--- config.mk ---
export PLATFORM = sky130hd
export DESIGN_NAME = playfair_digraph_cipher_top_flat
export DESIGN_NICKNAME = d
export VERILOG_FILES = /design/src/design/pfc_pkg.sv /design/src/design/pfc_req_if.sv /design/src/design/pfc_res_if.sv /design/src/design/pfc_store.sv /design/src/design/pfc_geom.sv /design/src/design/playfair_digraph_cipher_top.sv /design/src/flat_wrapper.sv
export SDC_FILE = /design/constraint.sdc
export NUM_CORES = 1
export LEC_CHECK = 0
export BUFFER_PORTS_ARGS = -buffer_cell sky130_fd_sc_hd__buf_2
export CAP_MARGIN = 15
export CORE_UTILIZATION = 55
export DETAILED_ROUTE_END_ITERATION = 10
export MAX_ROUTING_LAYER = met4
export PLACE_DENSITY = 0.73
export SYNTH_ARGS = -nofsm -noshare
export SYNTH_HDL_FRONTEND = slang
export SYNTH_HIERARCHICAL = 1
export SYNTH_SLANG_ARGS = --single-unit
--- constraint.sdc ---
create_clock -name i_clk -period 8 [get_ports i_clk]
set_input_delay 0.4 -clock i_clk [delete_from_list [all_inputs] [get_ports i_clk]]
set_output_delay 0.4 -clock i_clk [all_outputs]
set_load 0.1 [all_outputs]
--- src/design/pfc_pkg.sv ---
// ---------------------------------------------------------------------------
// pfc_pkg - shared types, constants and helpers for the Playfair cipher
// Holds command codes, letter indexes, square geometry and the small
// row/column helpers used by the store, the geometry unit and the top level.
// ---------------------------------------------------------------------------
package pfc_pkg;

    localparam int SIDE    = 5;
    localparam int CELLS   = SIDE * SIDE;
    localparam int LETTERS = 26;

    typedef logic [4:0] t_letter;
    typedef logic [4:0] t_cell;
    typedef logic [2:0] t_coord;
    typedef logic [1:0] t_cmd;

    localparam t_cmd CMD_KEY      = 2'd0;
    localparam t_cmd CMD_KEY_END  = 2'd1;
    localparam t_cmd CMD_TEXT     = 2'd2;
    localparam t_cmd CMD_TEXT_END = 2'd3;

    localparam logic [7:0] CH_A     = 8'h61;
    localparam logic [7:0] CH_Z     = 8'h7A;
    localparam t_letter    IDX_Q    = 5'd16;
    localparam t_letter    IDX_X    = 5'd23;
    localparam logic [6:0] CASE_BIT = 7'h20;

    typedef struct packed {
        logic    place_en;
        t_letter place_idx;
        logic    clear;
    } t_store_ctl;

    // row of a cell: compare against the row starts
    function automatic t_coord f_row(input t_cell p);
        t_coord r;
        priority if (p >= 5'(4 * SIDE)) r = 3'd4;
        else if (p >= 5'(3 * SIDE))     r = 3'd3;
        else if (p >= 5'(2 * SIDE))     r = 3'd2;
        else if (p >= 5'(SIDE))         r = 3'd1;
        else                            r = 3'd0;
        return r;
    endfunction

    // cell index row*5+col without a multiplier
    function automatic t_cell f_cell(input t_coord row, input t_coord col);
        return 5'({row, 2'b00}) + 5'(row) + 5'(col);
    endfunction

    function automatic t_coord f_col(input t_cell p);
        return 3'(p - f_cell(f_row(p), 3'd0));
    endfunction

    // advance one place, wrapping at the edge of the square
    function automatic t_coord f_inc(input t_coord c);
        return (c == 3'(SIDE - 1)) ? 3'd0 : 3'(c + 3'd1);
    endfunction

    // letter index to uppercase ASCII
    function automatic logic [6:0] f_upper(input t_letter l);
        return (7'(CH_A) + 7'(l)) & ~CASE_BIT;
    endfunction

endpackage

--- src/design/pfc_req_if.sv ---
// ---------------------------------------------------------------------------
// pfc_req_if - request channel of the Playfair cipher
// Valid/ready channel carrying a command and one character.
// ---------------------------------------------------------------------------
interface pfc_req_if import pfc_pkg::*; ();
    logic       valid;
    logic       ready;
    t_cmd       cmd;
    logic [7:0] char_code;

    modport source (output valid, cmd, char_code, input ready);
    modport sink   (input valid, cmd, char_code, output ready);
endinterface

--- src/design/pfc_res_if.sv ---
// ---------------------------------------------------------------------------
// pfc_res_if - result channel of the Playfair cipher
// Valid/ready channel carrying one ciphertext letter and a pair-end flag.
// ---------------------------------------------------------------------------
interface pfc_res_if;
    logic       valid;
    logic       ready;
    logic [6:0] out_char;
    logic       last_of_run;

    modport source (output valid, out_char, last_of_run, input ready);
    modport sink   (input valid, out_char, last_of_run, output ready);
endinterface

--- src/design/pfc_store.sv ---
// ---------------------------------------------------------------------------
// pfc_store - key square store
// Holds the square and the letter positions in small memories with
// registered reads, plus the seen bits and fill count of the placement unit.
// ---------------------------------------------------------------------------
module pfc_store import pfc_pkg::*; (
    input  logic       i_clk,
    input  logic       i_rst_n,
    input  t_store_ctl i_ctl,
    input  t_letter    i_pos_raddr,
    output t_cell      o_pos_rdata,
    input  t_cell      i_sq_raddr,
    output t_letter    o_sq_rdata
);

    t_letter              mem_sq  [CELLS];
    t_cell                mem_pos [LETTERS];
    logic [LETTERS-1:0]   r_seen;
    t_cell                r_fill;
    t_cell                r_pos_rd;
    t_letter              r_sq_rd;
    logic                 w_place;

    // place only a fresh letter while a cell is free
    assign w_place = i_ctl.place_en && !r_seen[i_ctl.place_idx] &&
                     (r_fill < 5'(CELLS));

    always_ff @(posedge i_clk) begin
        if (!i_rst_n) begin
            r_seen <= '0;
            r_fill <= '0;
        end else if (i_ctl.clear) begin
            r_seen <= '0;
            r_fill <= '0;
        end else if (w_place) begin
            r_seen[i_ctl.place_idx] <= 1'b1;
            r_fill <= 5'(r_fill + 5'd1);
        end
    end

    always_ff @(posedge i_clk) begin
        if (w_place) begin
            mem_sq[r_fill]            <= i_ctl.place_idx;
            mem_pos[i_ctl.place_idx]  <= r_fill;
        end
        r_pos_rd <= mem_pos[i_pos_raddr];
        r_sq_rd  <= mem_sq[i_sq_raddr];
    end

    assign o_pos_rdata = r_pos_rd;
    assign o_sq_rdata  = r_sq_rd;

endmodule

--- src/design/pfc_geom.sv ---
// ---------------------------------------------------------------------------
// pfc_geom - digraph geometry unit
// Maps the square positions of a letter pair to the two cipher cells by the
// same-row, same-column and rectangle rules.
// ---------------------------------------------------------------------------
module pfc_geom import pfc_pkg::*; (
    input  t_cell i_pa,
    input  t_cell i_pb,
    output t_cell o_c0,
    output t_cell o_c1
);

    t_coord w_pr, w_pc, w_qr, w_qc;

    assign w_pr = f_row(i_pa);
    assign w_pc = f_col(i_pa);
    assign w_qr = f_row(i_pb);
    assign w_qc = f_col(i_pb);

    always_comb begin
        priority if (w_pr == w_qr) begin
            o_c0 = f_cell(w_pr, f_inc(w_pc));
            o_c1 = f_cell(w_qr, f_inc(w_qc));
        end else if (w_pc == w_qc) begin
            o_c0 = f_cell(f_inc(w_pr), w_pc);
            o_c1 = f_cell(f_inc(w_qr), w_qc);
        end else begin
            o_c0 = f_cell(w_pr, w_qc);
            o_c1 = f_cell(w_qr, w_pc);
        end
    end

endmodule

--- src/design/playfair_digraph_cipher_top.sv ---
// ---------------------------------------------------------------------------
// playfair_digraph_cipher_top - Playfair digraph encryption engine
// Key letters and other text requests are taken in S_IDLE. Key-end starts a
// 26-letter fill sweep in S_FILL. A request that closes a pair runs the position
// reads, the geometry step and the square reads, then one result per cycle as taken.
// Synchronous active-low reset clears the sequencer, pending letter, seen bits
// and fill count; the square memories need no clearing.
// ---------------------------------------------------------------------------
module playfair_digraph_cipher_top import pfc_pkg::*; (
    input  logic          i_clk,
    input  logic          i_rst_n,
    pfc_req_if.sink       i_req,
    pfc_res_if.source     o_res
);

    // sequencer codes
    localparam logic [3:0] S_IDLE = 4'd0;
    localparam logic [3:0] S_FILL = 4'd1;
    localparam logic [3:0] S_RDA  = 4'd2;
    localparam logic [3:0] S_RDB  = 4'd3;
    localparam logic [3:0] S_GEO  = 4'd4;
    localparam logic [3:0] S_SQ0  = 4'd5;
    localparam logic [3:0] S_SQ1  = 4'd6;
    localparam logic [3:0] S_LD1  = 4'd7;
    localparam logic [3:0] S_OUT0 = 4'd8;
    localparam logic [3:0] S_OUT1 = 4'd9;

    logic [3:0]  r_state, n_state;
    t_letter     r_fi;            // fill sweep letter
    t_letter     r_pend_letter;
    logic        r_pend_valid;
    t_letter     r_a, r_b;        // pair being encrypted
    t_cell       r_pa;            // square position of the first letter
    t_cell       r_c0, r_c1;      // cipher cells
    t_letter     r_l0, r_l1;      // cipher letters

    logic        w_acc;
    logic        w_is_letter;
    t_letter     w_idx;
    t_store_ctl  w_ctl;
    t_letter     w_pos_raddr;
    t_cell       w_pos_rdata;
    t_cell       w_sq_raddr;
    t_letter     w_sq_rdata;
    t_cell       w_c0, w_c1;

    assign i_req.ready = (r_state == S_IDLE);
    assign w_acc       = i_req.valid && i_req.ready;
    assign w_is_letter = (i_req.char_code >= CH_A) && (i_req.char_code <= CH_Z);
    assign w_idx       = 5'(i_req.char_code - CH_A);

    // Drive the shared placement unit: from the sweep while filling, else from
    // an accepted key letter. Text-end clears the seen bits and fill count.
    always_comb begin
        w_ctl.place_en  = ((r_state == S_FILL) && (r_fi != IDX_Q)) ||
                          (w_acc && (i_req.cmd == CMD_KEY) && w_is_letter);
        w_ctl.place_idx = (r_state == S_FILL) ? r_fi : w_idx;
        w_ctl.clear     = w_acc && (i_req.cmd == CMD_TEXT_END);
    end

    // one position read, then the other, over the same port
    assign w_pos_raddr = (r_state == S_RDB) ? r_b : r_a;
    assign w_sq_raddr  = (r_state == S_SQ1) ? r_c1 : r_c0;

    pfc_store u_store (
        .i_clk       (i_clk),
        .i_rst_n     (i_rst_n),
        .i_ctl       (w_ctl),
        .i_pos_raddr (w_pos_raddr),
        .o_pos_rdata (w_pos_rdata),
        .i_sq_raddr  (w_sq_raddr),
        .o_sq_rdata  (w_sq_rdata)
    );

    // second position arrives straight from the memory register in S_GEO
    pfc_geom u_geom (
        .i_pa (r_pa),
        .i_pb (w_pos_rdata),
        .o_c0 (w_c0),
        .o_c1 (w_c1)
    );

    // next state
    always_comb begin
        n_state = r_state;
        unique case (r_state)
            S_IDLE: begin
                if (w_acc) begin
                    unique case (i_req.cmd)
                        CMD_KEY:      n_state = S_IDLE;
                        CMD_KEY_END:  n_state = S_FILL;
                        CMD_TEXT:     if (w_is_letter && r_pend_valid) n_state = S_RDA;
                        CMD_TEXT_END: if (r_pend_valid) n_state = S_RDA;
                    endcase
                end
            end
            S_FILL: if (r_fi == 5'(LETTERS - 1)) n_state = S_IDLE;
            S_RDA:  n_state = S_RDB;
            S_RDB:  n_state = S_GEO;
            S_GEO:  n_state = S_SQ0;
            S_SQ0:  n_state = S_SQ1;
            S_SQ1:  n_state = S_LD1;
            S_LD1:  n_state = S_OUT0;
            S_OUT0: if (o_res.ready) n_state = S_OUT1;
            S_OUT1: if (o_res.ready) n_state = S_IDLE;
            default: n_state = S_IDLE;
        endcase
    end

    // control registers
    always_ff @(posedge i_clk) begin
        if (!i_rst_n) begin
            r_state       <= S_IDLE;
            r_fi          <= '0;
            r_pend_letter <= '0;
            r_pend_valid  <= 1'b0;
        end else begin
            r_state <= n_state;
            if (r_state == S_FILL) begin
                r_fi <= 5'(r_fi + 5'd1);
            end
            if (w_acc) begin
                unique case (i_req.cmd)
                    CMD_KEY_END: r_fi <= '0;
                    CMD_TEXT: begin
                        // hold the first letter; a doubled letter starts the next pair
                        if (w_is_letter) begin
                            if (!r_pend_valid || (r_pend_letter == w_idx)) begin
                                r_pend_letter <= w_idx;
                                r_pend_valid  <= 1'b1;
                            end else begin
                                r_pend_letter <= '0;
                                r_pend_valid  <= 1'b0;
                            end
                        end
                    end
                    CMD_TEXT_END: begin
                        // drop the pending letter once its pair is under way
                        r_pend_letter <= '0;
                        r_pend_valid  <= 1'b0;
                    end
                    CMD_KEY: ;
                endcase
            end
        end
    end

    // payload registers
    always_ff @(posedge i_clk) begin
        if (w_acc) begin
            r_a <= r_pend_letter;
            // pad with x on a doubled letter or at text end
            r_b <= ((i_req.cmd == CMD_TEXT) && (w_idx != r_pend_letter)) ? w_idx : IDX_X;
        end
        if (r_state == S_RDB) r_pa <= w_pos_rdata;
        if (r_state == S_GEO) begin
            r_c0 <= w_c0;
            r_c1 <= w_c1;
        end
        if (r_state == S_SQ1) r_l0 <= w_sq_rdata;
        if (r_state == S_LD1) r_l1 <= w_sq_rdata;
    end

    // results leave from registers, first letter then second
    assign o_res.valid       = (r_state == S_OUT0) || (r_state == S_OUT1);
    assign o_res.last_of_run = (r_state == S_OUT1);
    assign o_res.out_char    = (r_state == S_OUT1) ? f_upper(r_l1) : f_upper(r_l0);

    // no new request while a result is on offer
    a_busy_while_result: assert property (@(posedge i_clk) disable iff (!i_rst_n)
        o_res.valid |-> !i_req.ready)
        else $error("request taken while a result is pending");

    // text end always leaves nothing pending
    a_text_end_clears: assert property (@(posedge i_clk) disable iff (!i_rst_n)
        (w_acc && (i_req.cmd == CMD_TEXT_END)) |=> !r_pend_valid)
        else $error("pending letter survived text end");

    // taking the second letter of a pair frees the block
    a_pair_closes: assert property (@(posedge i_clk) disable iff (!i_rst_n)
        (o_res.valid && o_res.ready && o_res.last_of_run) |=> i_req.ready)
        else $error("block not idle after pair");

    // fill sweep stays within the alphabet
    a_fill_bound: assert property (@(posedge i_clk) disable iff (!i_rst_n)
        (r_state == S_FILL) |-> (r_fi < 5'(LETTERS)))
        else $error("fill sweep ran past the alphabet");

endmodule

--- src/flat_wrapper.sv ---
// flat-port wrapper written by rule: the top's interface ports become plain ports
module playfair_digraph_cipher_top_flat import pfc_pkg::*;
  (i_clk, i_rst_n, i_req_valid, i_req_cmd, i_req_char_code, i_req_ready, o_res_valid, o_res_out_char, o_res_last_of_run, o_res_ready);
  pfc_req_if i_req_i ();
  pfc_res_if o_res_i ();
  input  logic i_clk;
  input  logic i_rst_n;
  input wire logic [$bits(i_req_i.valid)-1:0] i_req_valid;
  input wire logic [$bits(i_req_i.cmd)-1:0] i_req_cmd;
  input wire logic [$bits(i_req_i.char_code)-1:0] i_req_char_code;
  output wire logic [$bits(i_req_i.ready)-1:0] i_req_ready;
  output wire logic [$bits(o_res_i.valid)-1:0] o_res_valid;
  output wire logic [$bits(o_res_i.out_char)-1:0] o_res_out_char;
  output wire logic [$bits(o_res_i.last_of_run)-1:0] o_res_last_of_run;
  input wire logic [$bits(o_res_i.ready)-1:0] o_res_ready;
  assign i_req_i.valid = i_req_valid;
  assign i_req_i.cmd = i_req_cmd;
  assign i_req_i.char_code = i_req_char_code;
  assign i_req_ready = i_req_i.ready;
  assign o_res_valid = o_res_i.valid;
  assign o_res_out_char = o_res_i.out_char;
  assign o_res_last_of_run = o_res_i.last_of_run;
  assign o_res_i.ready = o_res_ready;
  playfair_digraph_cipher_top u_core (.i_clk(i_clk), .i_rst_n(i_rst_n), .i_req(i_req_i), .o_res(o_res_i));
endmodule
==> impl_results.md <==
- Result of the run: completed
- Worst slew slack as a fraction of its limit: 24.4%
- Series of cell instances along the critical path: or4b_4 -> a21oi_4 -> mux4_2 -> o2111ai_1 -> nand3_2 -> nor3_1
- # clock sinks: 346
- Number of DRC violations after detailed routing: 0
- Total count of max-transition violations in the final report: 0
- Number of placement rows: 62
- Clock root buffer master: clkbuf_16
- Slew of the pin with the lowest slew margin: 1.13 ns
- Worst min path class: input port to flop
- GR Overflow Total: 0
- Worst path slowest cell: nor3_1
- Floorplan die height: 173 um
- Final critical-path required period: 4.83 ns
- Count of cell types in the netlist: 83
- Clk_skew: 0.0225 ns
- Fraction of the cycle the final worst path needs: 60.4%
- Unrepaired setup endpoints after global routing: false
- Predominant post-synthesis flop cell: edfxtp_1
- Hold Vio Cnt, Final: 0
- Share of post-route cells with drive strength above 1: 21.5%
- I/O pin cnt: 24
- PwrDens: 228 nW/um^2
- Final cell area excluding filler cells: 17500 sq um
- Number of buffers created by CTS: 36
- Static leakage: 6.07 nW
- Startpoint type of the worst setup path: flop
- Dominant cells by area after synthesis: edfxtp_1 54%, mux4_2 10%, dfxtp_1 7.0%
- Post-synthesis area per instance: 15.5 sq um
- Postcts setup bufs: 0
- Max-Cap Viols: 0
- Worst-case clock buffer depth: 3
- WHS Path Cells: 2
- Depth of the worst register-to-register path: 6
- Number of endpoints failing setup at the final stage: 0
- Flip-flop count of the largest register after layout: 130
- Start point of the critical path: u_core/r_state[0]$_SDFFE_PN0P_
- Number of synthesis warnings: 6
- Global-route wire length before repair: 50100 um
- Post-synthesis instance area: 16000 sq um
- Most repeated cell in the gate-level netlist after synthesis: edfxtp_1
- Clock tree from TritonCTS: built
- List of most frequent post-synthesis cells: 290 x edfxtp_1, 72 x mux4_2, 56 x dfxtp_1
- Iteration-0 DRC count of the detailed router: 741
- Synthesized flop and latch total: 346
- Placer Congestion: 0.878
- Cell type with the highest aggregate area in the netlist: edfxtp_1
- Critical path required time: 8.14 ns
- Sequential area share after synthesis: 61.4%
- Final Net Count: 1107
- Ys async rst share: 0%
- Post-DR vias/cell: 6.06
- Cell count after synthesis: 1031
- Die span in x: 173 um
- Detail Route Antenna Nets: 0
- Maximum number of pins on one net before global-route repair: 44
- Total via count after detailed routing: 8811
- Fill cell instance count of the final layout: 2041
- Clock latency of the later-clocked register in the worst-skew pair: 0.52 ns
- Die outline area: 29800 sq um
- Post-Route WL: 31500 um
- Quantity of I/O buffers inserted on ports: 22
- Area after DPL: 16400 sq um
- Maximum fanout along the worst path: 37
- Reg clk slew, reported paths: 0.06 ns
- Beginning of the worst hold path: i_req_char_code[0]
- Number of gates resized after cts: 0
- Area inside the core boundary: 28600 sq um
- Fmax: 207 MHz
- Largest registers in the final layout: u_core/u_store/mem_pos: 130 flops, u_core/u_store/mem_sq: 125 flops, u_core/u_store/r_seen: 26 flops
- H-tree depth: 2
- Average routed wire per standard cell: 21.6 um
- RR Startpoint: u_core/r_state[0]$_SDFFE_PN0P_
- Hold buffer count at CTS: 0
- Global Route Usage Sum: 22.5%
- Delay contributed by the slowest stage of the critical path: 0.82 ns
- Net count of the mapped netlist: 1094
- Area growth syn-to-layout: 9.28%
- Number of iterations in the first detailed-routing pass: 5
- Largest reg by FF count: u_core/u_store/mem_pos
- Worst Path Class, Setup: flop to flop
- Endpoint type of the worst setup path: flop
- Worst endpoint data arrival time: 4.97 ns
- Via count of the first global-routing pass: 8914
- Antenna violations before repair: 1
- Post-synth EDFFs: 290
- Worst voltage drop across the vdd grid: 0.208 mV
- Accumulated negative setup slack: 0 ns
- HPWL after detailed placement: 20700 um
- Share of Yosys cell area claimed by the top area cell type: 54.4%
- Effective utilization at floorplan: 55.9%
-- final cells by class --
cell class	count	area [sq um]	area share (%)
Tap cell	384	480	2.75
Sequential cell	346	9830	56.2
Inverter	35	131	0.752
Timing Repair Buffer	35	228	1.30
Multi-Input combinational cell	590	5740	32.8
Clock inverter	17	101	0.580
Antenna cell	1	2.50	0.0143
Clock buffer	47	972	5.56
-- kinds of logic (layout without fill, tap and decap cells) --
logic type,Yosys count,in the layout,synth area share [%]
compound gates,140,140,6.41
simple gates,234,234,8.63
mux,127,127,14.0
buf+inv,95,134,3.01
flops,346,346,61.4
other cells,1,2,0.0234
xor+xnor,38,38,2.21
fa+ha+maj,50,50,4.32
-- final timing paths --
kind | to | slack (ns)
hold / removal | u_core/r_pend_letter[0]$_SDFFE_PN0P_ | 0.24
hold reg to reg | u_core/r_l0[3]$_DFFE_PP_ | 0.44
setup reg to reg | u_core/u_store/mem_pos[20][3]$_DFFE_PP_ | 3.17
setup / recovery | u_core/u_store/mem_pos[20][3]$_DFFE_PP_ | 3.17
-- placed cells by master (no fill, tap or decap), types with 7 or more instances in the layout --
| cell type | instances |
|---|---|
| a21o_1 | 7 |
| a21oi_1 | 30 |
| a32o_1 | 26 |
| and3_1 | 28 |
| buf_2 | 22 |
| buf_4 | 12 |
| clkbuf_1 | 8 |
| clkbuf_16 | 36 |
| clkinv_2 | 10 |
| dfxtp_1 | 56 |
| edfxtp_1 | 290 |
| fa_1 | 9 |
| ha_1 | 40 |
| inv_1 | 35 |
| mux2_2 | 35 |
| mux2i_1 | 19 |
| mux4_2 | 72 |
| nand2_1 | 35 |
| nand2b_1 | 18 |
| nand3_1 | 15 |
| nor2_1 | 38 |
| nor2b_1 | 12 |
| nor3_1 | 33 |
| nor3b_1 | 8 |
| o21ai_0 | 22 |
| xnor2_1 | 23 |
| xor2_1 | 13 |
-- stage by stage --
stage          total power, mW  std cells  util, %  setup WS (ns)  hold slack [ns]
3_3_place_gp              2.48       1389     57.2           3.31            0.408
2_1_floorplan             2.38       1031        -           3.35            0.404
6_report                  3.98       1455     61.1           3.17            0.242
5_1_grt                   4.13       1455     61.1           2.83            0.250
4_1_cts                   4.00       1453     61.0           3.14            0.238
3_5_place_dp              2.49       1389     57.2           3.10            0.421
-- worst max-delay path: cells and delay by family, from the launching register on --
| kind | cells | cell delay [ns] |
|---|---|---|
| compound gates | 2 | 1.17 |
| flops | 1 | 0.57 |
| mux | 1 | 0.61 |
| simple gates | 3 | 2.07 |
-- power breakdown --
part | internal [mW] | leakage (nW) | switching (mW)
Clock | 0.860 | 0.530 | 0.657
Combinational | 0.183 | 2.36 | 0.289
Sequential | 1.98 | 3.18 | 0.0102
-- metal layers --
layer | vias up | global-route usage [%] | part of all wire, %
li1 | 4069 | - | -
met1 | 4420 | 30.0 | 42
met2 | 258 | 35.7 | 50
met3 | 64 | 3.45 | 5.6
met4 | 0 | 7.18 | 2.7
met5 | - | - | 0
Power figures use the tool's default switching activity.
